--- src/hw/rtl/scpr_pkg.sv ---
// ----------------------------------------------------------------------------
// scpr_pkg
// Types, constants and register codes shared by the charge regulator modules.
// ----------------------------------------------------------------------------
`default_nettype none

package scpr_pkg;

   // Divider and reference setup of the battery sense path
   localparam int REF_MILLIVOLTS   = 3300;
   localparam int DIVIDER_NUM      = 2;
   localparam int DIVIDER_DEN      = 1;
   localparam int ADC_FULL_SCALE   = 1023;

   // Field widths
   localparam int ADC_W            = 10;
   localparam int TEMP_W           = 8;
   localparam int MV_W             = 16;
   localparam int DUTY_W           = 8;
   localparam int GAIN_W           = 16;
   localparam int CSR_INDEX_W      = 2;
   localparam int CSR_DATA_W       = 16;

   // Control loop constants
   localparam int GAIN_DIV         = 256;
   localparam int GAIN_SHIFT       = $clog2(GAIN_DIV);
   localparam int DUTY_FULL        = 255;
   localparam int COLD_THRESHOLD_C = 5;

   localparam logic [DUTY_W-1:0]        DUTY_FULL_V  = DUTY_W'(DUTY_FULL);
   localparam logic [MV_W-1:0]          MV_MAX_V     = '1;
   localparam logic signed [TEMP_W-1:0] COLD_LIMIT_T = TEMP_W'(COLD_THRESHOLD_C);

   // Millivolt scaling: floor(adc * SCALE_NUM / SCALE_DEN) by a rounded-up reciprocal
   localparam longint unsigned SCALE_NUM   = longint'(REF_MILLIVOLTS) * longint'(DIVIDER_NUM);
   localparam longint unsigned SCALE_DEN   = longint'(DIVIDER_DEN) * longint'(ADC_FULL_SCALE);
   localparam longint unsigned NUM_MAX     = SCALE_NUM * longint'(ADC_FULL_SCALE);
   localparam int              NUM_BITS    = $clog2(NUM_MAX + 1);
   localparam int              DEN_BITS    = $clog2(SCALE_DEN + 1);
   localparam int              SCALE_SHIFT = NUM_BITS + DEN_BITS;
   localparam longint unsigned SCALE_RECIP =
      ((64'd1 << SCALE_SHIFT) + SCALE_DEN - 64'd1) / SCALE_DEN;
   localparam longint unsigned SCALE_MULT  = SCALE_NUM * SCALE_RECIP;
   localparam int              MULT_W      = $clog2(SCALE_MULT + 1);
   localparam int              PROD_W      = ADC_W + MULT_W;

   // Duty update datapath widths
   localparam int ERR_W   = MV_W + 1;
   localparam int STEP_W  = ERR_W + GAIN_W + 1;
   localparam int SUM_W   = STEP_W + 1;

   typedef enum logic [CSR_INDEX_W-1:0] {
      CSR_RESPONSE_GAIN = 2'd0,
      CSR_SAFE_LEVEL    = 2'd1,
      CSR_COLD_MAX_DUTY = 2'd2,
      CSR_TARGET_MV     = 2'd3
   } csr_index_type;

   typedef enum logic [1:0] {
      MODE_OFF  = 2'd0,
      MODE_FULL = 2'd1,
      MODE_PWM  = 2'd2
   } drive_mode_type;

   typedef struct packed {
      logic [ADC_W-1:0]         adc_reading;
      logic signed [TEMP_W-1:0] internal_temp;
      logic signed [TEMP_W-1:0] external_temp;
   } req_type;

   typedef struct packed {
      logic [DUTY_W-1:0] duty;
      drive_mode_type    drive_mode;
      logic [MV_W-1:0]   battery_mv;
   } rsp_type;

   typedef struct packed {
      logic [GAIN_W-1:0] response_gain;
      logic [MV_W-1:0]   safe_charge_level_mv;
      logic [DUTY_W-1:0] cold_max_duty;
      logic [MV_W-1:0]   target_voltage_mv;
   } cfg_type;

   typedef struct packed {
      logic [MV_W-1:0]         battery_mv;
      logic signed [ERR_W-1:0] error;
      logic [DUTY_W-1:0]       limit;
   } ctl_type;

endpackage

`default_nettype wire

--- src/hw/rtl/scpr_front.sv ---
// ----------------------------------------------------------------------------
// scpr_front
// Scale the sense sample to millivolts, take the voltage error and pick the
// duty ceiling from the cold-charge rule and the safe charge level.
// ----------------------------------------------------------------------------
`default_nettype none

module scpr_front (
   input  scpr_pkg::req_type item,
   input  scpr_pkg::cfg_type cfg,
   output scpr_pkg::ctl_type ctl
);

   logic [scpr_pkg::PROD_W-1:0] scaled;
   logic [scpr_pkg::PROD_W-1:0] quotient;
   logic [scpr_pkg::MV_W-1:0]   mv;
   logic                        freezing;

   assign scaled   = scpr_pkg::PROD_W'(item.adc_reading) *
                     scpr_pkg::PROD_W'(scpr_pkg::SCALE_MULT);
   assign quotient = scaled >> scpr_pkg::SCALE_SHIFT;
   assign mv       = (quotient > scpr_pkg::PROD_W'(scpr_pkg::MV_MAX_V)) ?
                     scpr_pkg::MV_MAX_V : quotient[scpr_pkg::MV_W-1:0];

   assign freezing = (item.internal_temp < 0) ||
                     ((item.internal_temp < scpr_pkg::COLD_LIMIT_T) &&
                      (item.external_temp < scpr_pkg::COLD_LIMIT_T));

   always_comb begin
      ctl.battery_mv = mv;
      ctl.error      = $signed({1'b0, cfg.target_voltage_mv}) - $signed({1'b0, mv});
      if (mv < cfg.safe_charge_level_mv) begin
         ctl.limit = scpr_pkg::DUTY_FULL_V;
      end else if (freezing) begin
         ctl.limit = cfg.cold_max_duty;
      end else begin
         ctl.limit = scpr_pkg::DUTY_FULL_V;
      end
   end

endmodule

`default_nettype wire

--- src/hw/rtl/scpr_update.sv ---
// ----------------------------------------------------------------------------
// scpr_update
// Step the stored duty by gain * error / 256 (toward zero), clamp it and
// derive the drive mode.
// ----------------------------------------------------------------------------
`default_nettype none

module scpr_update (
   input  scpr_pkg::ctl_type             ctl,
   input  logic [scpr_pkg::GAIN_W-1:0]   response_gain,
   input  logic [scpr_pkg::DUTY_W-1:0]   current_duty,
   output scpr_pkg::rsp_type             rsp
);

   logic signed [scpr_pkg::STEP_W-1:0] product;
   logic signed [scpr_pkg::STEP_W-1:0] biased;
   logic signed [scpr_pkg::SUM_W-1:0]  change;
   logic signed [scpr_pkg::SUM_W-1:0]  next_duty;
   logic signed [scpr_pkg::SUM_W-1:0]  limit_wide;
   logic [scpr_pkg::DUTY_W-1:0]        duty;

   assign product    = ctl.error * $signed({1'b0, response_gain});
   assign biased     = product[scpr_pkg::STEP_W-1] ?
                       product + scpr_pkg::STEP_W'(scpr_pkg::GAIN_DIV - 1) : product;
   assign change     = scpr_pkg::SUM_W'(biased >>> scpr_pkg::GAIN_SHIFT);
   assign next_duty  = change + $signed(scpr_pkg::SUM_W'({1'b0, current_duty}));
   assign limit_wide = $signed(scpr_pkg::SUM_W'({1'b0, ctl.limit}));

   always_comb begin
      if (next_duty <= 0) begin
         duty = '0;
      end else if (next_duty >= limit_wide) begin
         duty = ctl.limit;
      end else begin
         duty = next_duty[scpr_pkg::DUTY_W-1:0];
      end

      rsp.duty       = duty;
      rsp.battery_mv = ctl.battery_mv;
      if (duty == '0) begin
         rsp.drive_mode = scpr_pkg::MODE_OFF;
      end else if (duty == scpr_pkg::DUTY_FULL_V) begin
         rsp.drive_mode = scpr_pkg::MODE_FULL;
      end else begin
         rsp.drive_mode = scpr_pkg::MODE_PWM;
      end
   end

endmodule

`default_nettype wire

--- src/hw/rtl/solar_charge_pwm_regulator.sv ---
// ----------------------------------------------------------------------------
// solar_charge_pwm_regulator
// PWM charge regulator: battery sample in, new duty, drive mode and battery
// voltage out.
// ----------------------------------------------------------------------------
// Takes one sample per clock unless a stalled result fills the pipe, and
// returns one result per sample, in order. The path is an input register, a
// front stage (millivolt scaling, error, cold ceiling) and a back stage (gain
// multiply, duty step and clamp) that writes the result register and the
// stored duty in the same cycle, so unstalled samples chain through the stored
// duty at one per clock. Empty stages fill while the result waits; a stalled
// result holds the pipe only as far back as it is full. The user must write
// registers via the csr_ port only while no sample is in flight; unenforced.
// ----------------------------------------------------------------------------
`default_nettype none

module solar_charge_pwm_regulator (
   input  logic                                clock,
   input  logic                                reset,

   input  logic                                req_valid,
   output logic                                req_ready,
   input  scpr_pkg::req_type                   req_data,

   output logic                                rsp_valid,
   input  logic                                rsp_ready,
   output scpr_pkg::rsp_type                   rsp_data,

   input  logic                                csr_wr_en,
   input  logic [scpr_pkg::CSR_INDEX_W-1:0]    csr_index,
   input  logic [scpr_pkg::CSR_DATA_W-1:0]     csr_wdata
);

   logic                          in_v_ff,  in_v_in;
   scpr_pkg::req_type             in_ff,    in_in;
   logic                          mid_v_ff, mid_v_in;
   scpr_pkg::ctl_type             mid_ff,   mid_in;
   logic                          out_v_ff, out_v_in;
   scpr_pkg::rsp_type             out_ff,   out_in;
   logic [scpr_pkg::DUTY_W-1:0]   duty_ff,  duty_in;
   scpr_pkg::cfg_type             cfg_ff,   cfg_in;

   scpr_pkg::ctl_type             front_ctl;
   scpr_pkg::rsp_type             back_rsp;

   logic                          out_ready;
   logic                          mid_ready;
   logic                          in_ready;
   logic                          load_in;
   logic                          load_mid;
   logic                          load_out;

   scpr_front u_front (
      .item (in_ff),
      .cfg  (cfg_ff),
      .ctl  (front_ctl)
   );

   scpr_update u_update (
      .ctl           (mid_ff),
      .response_gain (cfg_ff.response_gain),
      .current_duty  (duty_ff),
      .rsp           (back_rsp)
   );

   assign out_ready = !out_v_ff || rsp_ready;
   assign mid_ready = !mid_v_ff || out_ready;
   assign in_ready  = !in_v_ff  || mid_ready;

   assign load_in   = req_valid && in_ready;
   assign load_mid  = in_v_ff   && mid_ready;
   assign load_out  = mid_v_ff  && out_ready;

   assign req_ready = in_ready;
   assign rsp_valid = out_v_ff;
   assign rsp_data  = out_ff;

   always_comb begin
      in_v_in  = in_ready  ? req_valid : in_v_ff;
      mid_v_in = mid_ready ? in_v_ff   : mid_v_ff;
      out_v_in = out_ready ? mid_v_ff  : out_v_ff;

      in_in    = load_in  ? req_data  : in_ff;
      mid_in   = load_mid ? front_ctl : mid_ff;
      out_in   = load_out ? back_rsp  : out_ff;
      duty_in  = load_out ? back_rsp.duty : duty_ff;

      cfg_in   = cfg_ff;
      if (csr_wr_en) begin
         case (scpr_pkg::csr_index_type'(csr_index))
            scpr_pkg::CSR_RESPONSE_GAIN: begin
               cfg_in.response_gain = csr_wdata[scpr_pkg::GAIN_W-1:0];
            end
            scpr_pkg::CSR_SAFE_LEVEL: begin
               cfg_in.safe_charge_level_mv = csr_wdata[scpr_pkg::MV_W-1:0];
            end
            scpr_pkg::CSR_COLD_MAX_DUTY: begin
               cfg_in.cold_max_duty = csr_wdata[scpr_pkg::DUTY_W-1:0];
            end
            scpr_pkg::CSR_TARGET_MV: begin
               cfg_in.target_voltage_mv = csr_wdata[scpr_pkg::MV_W-1:0];
            end
            default: begin
               cfg_in = cfg_ff;
            end
         endcase
      end
   end

   always_ff @(posedge clock) begin
      if (reset) begin
         in_v_ff  <= 1'b0;
         mid_v_ff <= 1'b0;
         out_v_ff <= 1'b0;
         duty_ff  <= '0;
         cfg_ff   <= '0;
      end else begin
         in_v_ff  <= in_v_in;
         mid_v_ff <= mid_v_in;
         out_v_ff <= out_v_in;
         duty_ff  <= duty_in;
         cfg_ff   <= cfg_in;
      end
   end

   always_ff @(posedge clock) begin
      in_ff  <= in_in;
      mid_ff <= mid_in;
      out_ff <= out_in;
   end

   a_duty_matches_state: assert property (@(posedge clock) disable iff (reset)
      rsp_valid |-> (rsp_data.duty == duty_ff))
      else $error("result duty differs from stored duty");

   a_mode_coding: assert property (@(posedge clock) disable iff (reset)
      rsp_valid |-> (((rsp_data.duty == '0) == (rsp_data.drive_mode == scpr_pkg::MODE_OFF)) &&
                     ((rsp_data.duty == scpr_pkg::DUTY_FULL_V) ==
                      (rsp_data.drive_mode == scpr_pkg::MODE_FULL))))
      else $error("drive mode does not match duty");

   a_duty_hold: assert property (@(posedge clock) disable iff (reset)
      !load_out |=> $stable(duty_ff))
      else $error("stored duty changed without a result load");

   a_accept_fills: assert property (@(posedge clock) disable iff (reset)
      load_in |=> in_v_ff)
      else $error("transfer did not fill the input register");

   a_stall_holds: assert property (@(posedge clock) disable iff (reset)
      (mid_v_ff && !out_ready) |=> (mid_v_ff && $stable(mid_ff)))
      else $error("stalled back stage lost its item");

endmodule

`default_nettype wire
--- config.mk ---
export PLATFORM = sky130hd
export DESIGN_NAME = solar_charge_pwm_regulator
export DESIGN_NICKNAME = d
export VERILOG_FILES = /design/src/hw/rtl/scpr_pkg.sv /design/src/hw/rtl/scpr_front.sv /design/src/hw/rtl/scpr_update.sv /design/src/hw/rtl/solar_charge_pwm_regulator.sv
export SDC_FILE = /design/constraint.sdc
export NUM_CORES = 1
export LEC_CHECK = 0
export ABC_AREA = 0
export BUFFER_PORTS_ARGS = -buffer_cell sky130_fd_sc_hd__buf_2
export CAP_MARGIN = 20
export CELL_PAD_IN_SITES_DETAIL_PLACEMENT = 1
export CELL_PAD_IN_SITES_GLOBAL_PLACEMENT = 2
export CORE_MARGIN = 2
export CORE_UTILIZATION = 35
export CTS_BUF_LIST = sky130_fd_sc_hd__clkbuf_2
export DETAILED_ROUTE_END_ITERATION = 8
export GPL_TIMING_DRIVEN = 0
export PLACE_DENSITY = 0.67
export RECOVER_POWER = 100
export SLEW_MARGIN = 10
export SYNTH_ARGS = -nofsm -noshare
export SYNTH_HDL_FRONTEND = slang
export SYNTH_SLANG_ARGS = --single-unit
--- constraint.sdc ---
create_clock -name clock -period 18.2 [get_ports clock]
set_input_delay 3.64 -clock clock [delete_from_list [all_inputs] [get_ports clock]]
set_output_delay 3.64 -clock clock [all_outputs]
set_load 0.03 [all_outputs]
==> results by group <==
Run status
  – Status: finished with violations
  – Violated checks: max-capacitance violations, max-slew violations

Drt
  – Via/cell ratio: 4.993
  – Vias: 16111
  – DRT Pass-1 Iters: 4
  – Initial DRC Count: 662
  – Drt total wl: 64.43 mm
  – DR WL/cell: 19.97 um
  – Antenna viol nets, final: 0
  – DRC errors left: 0

Global route
  – GRT Util Overall: 21.30%
  – First-pass GRT wire length: 104.0 mm
  – Vias in the first global route: 18219
  – Pin count of the biggest net entering global routing: 32
  – Total gr overflow: 0
  – Initial antenna violation count: 5

Clocking
  – Post-CTS resize count: 0
  – Clk sink count: 154
  – H-tree levels: 4
  – Clk buf depth: 2
  – Hold_buf cts: 0
  – CTS tree: yes
  – Post-CTS Setup Inserts: 0
  – Worst-path clk slew: 270 ps
  – Root Driver: clkbuf_2
  – CTS buffer count: 17
  – Worst-Skew Late Latency: 830 ps

STA
  – FMAX: 0.07333 GHz
  – Final Hold Viols: 0
  – Measured slew at the worst slew-check pin: 1703 ps
  – Final setup viols: 0
  – Clk_skew: 49.33 ps
  – Setup TNS: 0 ps
  – RSZ-0062 raised after global routing: no
  – Fin crit period: 13640 ps
  – Fin. max-slew vios: 32
  – Fin crit share: 74.92%
  – Slew HR: -14.16%

Layout
  – Fin nets: 3023
  – Fillers: 7123
  – Fraction of layout cells with a size suffix above 1: 5.337%
  – Layout area overhead: 7.096%
  – Final Core Density: 37.75%

Die
  – Top Ports: 77
  – Die Wd: 252.8 um
  – # rows: 91
  – Die Y: 252.8 um
  – Die Area: 63930 sq um
  – Total core area: 61480 sq um
  – Initial Util: 35.25%

Yosys
  – Synth Area per Inst: 9.313 sq um
  – Post-synthesis cell type count: 92
  – Top FF cell, synth: edfxtp_1
  – Cells after Synth: 2327
  – EDFF count, synth: 87
  – Synth cell count leaders: 471 x inv_1, 337 x fa_1, 301 x nand2_1
  – Synth warn: 0
  – Largest area contributor in the netlist: fa_1
  – Top cells by area, synth: fa_1 31%, ha_1 12%, edfxtp_1 12%, inv_1 8.2%, dfxtp_1 6.2%
  – Synth Cell Area: 21670 sq um
  – Yosys top cell area share: 31.13%
  – Async SR Flop Fraction: 0%
  – Yosys reg bits: 154
  – Sequential-to-total area share from yosys stat: 18.24%
  – Most common cell in the synthesized netlist: inv_1

Placed design
  – I/O Buffers: 72
  – GPL Wtd Cong: 0.8516
  – Hpwl dp: 54.21 mm

Pwr
  – Pleak: 10.90 nW
  – VDD IR max: 0.0001092 V
  – P per Cell Area: 140.2 nW/um^2

Setup path
  – Critical-path top delay cell: a2111oi_4
  – Slowest stage delay, CP: 710 ps
  – Worst Path Arrival: 14260 ps
  – FF-to-FF path depth: 40
  – Reg2reg setup slack: 4560 ps
  – CP most frequent cell: fa_1
  – Critical path class: reg2reg
  – CP required: 18820 ps
  – Startpoint Class: register
  – CP Max Fanout: 10
  – Crit Reg-Reg Endpoint: rsp_data[17]
  – CP Capture Type: register
  – R2r startpoint: cfg_ff[48]

Min path
  – Hold Startpoint: mid_ff[31]
  – HP Class: reg2reg
  – Hold Path Stages: 0
  – Worst Hold Path EP: rsp_data[6]

Job
  – Max Cap Violations: 1
metrics by stage:
stage	setup WS [ps]	std cells	hold slack (ps)	total power, mW	cell area (sq um)
after global routing	3482	3227	446.0	3.643	23210
final	4564	3227	437.5	3.255	23210
after CTS	4795	3226	428.1	3.326	23350
after floorplan	7538	2329	400.3	2.293	21680
after detailed placement	4867	3194	407.7	3.097	23120
after global placement	5028	3191	405.1	3.041	23030
worst max-delay path: cells and delay by family, from the launching register on:
| kind | cells | cell delay (ps) |
|---|---|---|
| adder cells (fa/ha/maj) | 8 | 3820 |
| AO/OA/AOI/OAI | 15 | 3700 |
| AND/OR/NAND/NOR | 11 | 3680 |
| buffers and inverters | 5 | 1470 |
| XOR/XNOR | 1 | 410 |
| flip-flops | 1 | 360 |
flip-flops by register name, indices dropped and copies added, names as in the netlist:
signal / count
in_v_ff: 1
mid_ff: 38
duty_ff: 8
cfg_ff: 56
rsp_valid: 1
mid_v_ff: 1
rsp_data: 23
in_ff: 26
report_power, final:
part           total, mW  internal [mW]  switching [mW]
registers          0.590          0.511          0.0793
clock network      0.199         0.0547           0.145
logic               2.47          0.932            1.53
total               3.26           1.50            1.76
routing by layer:
metal / track usage (%) / vias up / share of wire [%]
met5: 0 / - / 0
met4: 5.123 / 0 / 2.1
met3: 1.583 / 54 / 2.2
met2: 39.60 / 199 / 52
met1: 26.68 / 8268 / 44
li1: - / 7590 / -
cell type report:
type                            count  area (sq um)  share of cell area, %
Buffer                             78         317.8                  1.369
Sequential cell                   154          3954                  17.04
Timing Repair Buffer               75         339.1                  1.461
Clock inverter                     14         138.9                 0.5984
Multi-Input combinational cell   1625         15610                  67.24
Antenna cell                        1         2.502                0.01078
Clock buffer                       18         90.09                 0.3881
Inverter                          472          1773                  7.639
Tap cell                          790         988.4                  4.259
how the worst max path moves through the flow:
stage | from | endpoint | slack, ps | depth (start not counted)
4_1_cts | cfg_ff[48] | rsp_data[17] | 4800 | 40
3_5_place_dp | cfg_ff[48] | rsp_data[17] | 4870 | 40
2_1_floorplan | cfg_ff[45] | rsp_data[17] | 7540 | 36
3_3_place_gp | cfg_ff[48] | rsp_data[17] | 5030 | 40
6_report | cfg_ff[48] | rsp_data[17] | 4560 | 40
5_1_grt | cfg_ff[48] | rsp_data[17] | 3480 | 40
placed cells by master (no fill, tap or decap), types with 10 or more instances in the layout:
| cell | count |
|---|---|
| a21o_1 | 19 |
| a21oi_1 | 133 |
| and2_1 | 134 |
| buf_2 | 51 |
| clkbuf_1 | 97 |
| clkbuf_2 | 18 |
| dfxtp_1 | 67 |
| edfxtp_1 | 87 |
| fa_1 | 337 |
| ha_1 | 214 |
| inv_1 | 471 |
| nand2_1 | 301 |
| nand3_1 | 21 |
| nand4_1 | 16 |
| nor2_1 | 67 |
| nor2b_1 | 16 |
| nor3_1 | 25 |
| nor4_1 | 14 |
| o211ai_1 | 10 |
| o21a_1 | 17 |
| o21ai_0 | 42 |
| o21bai_1 | 11 |
| or3_1 | 14 |
| xnor2_1 | 45 |
| xor2_1 | 30 |
cell families after synthesis:
family / share of synthesized area [%]
simple gates: 15.45
fa+ha+maj: 43.53
buf+inv: 9.647
compound gates: 9.561
flops: 18.24
xor+xnor: 3.135
mux: 0.4157
other cells: 0.01730
Note: power is estimated with default switching activity, not from simulation.
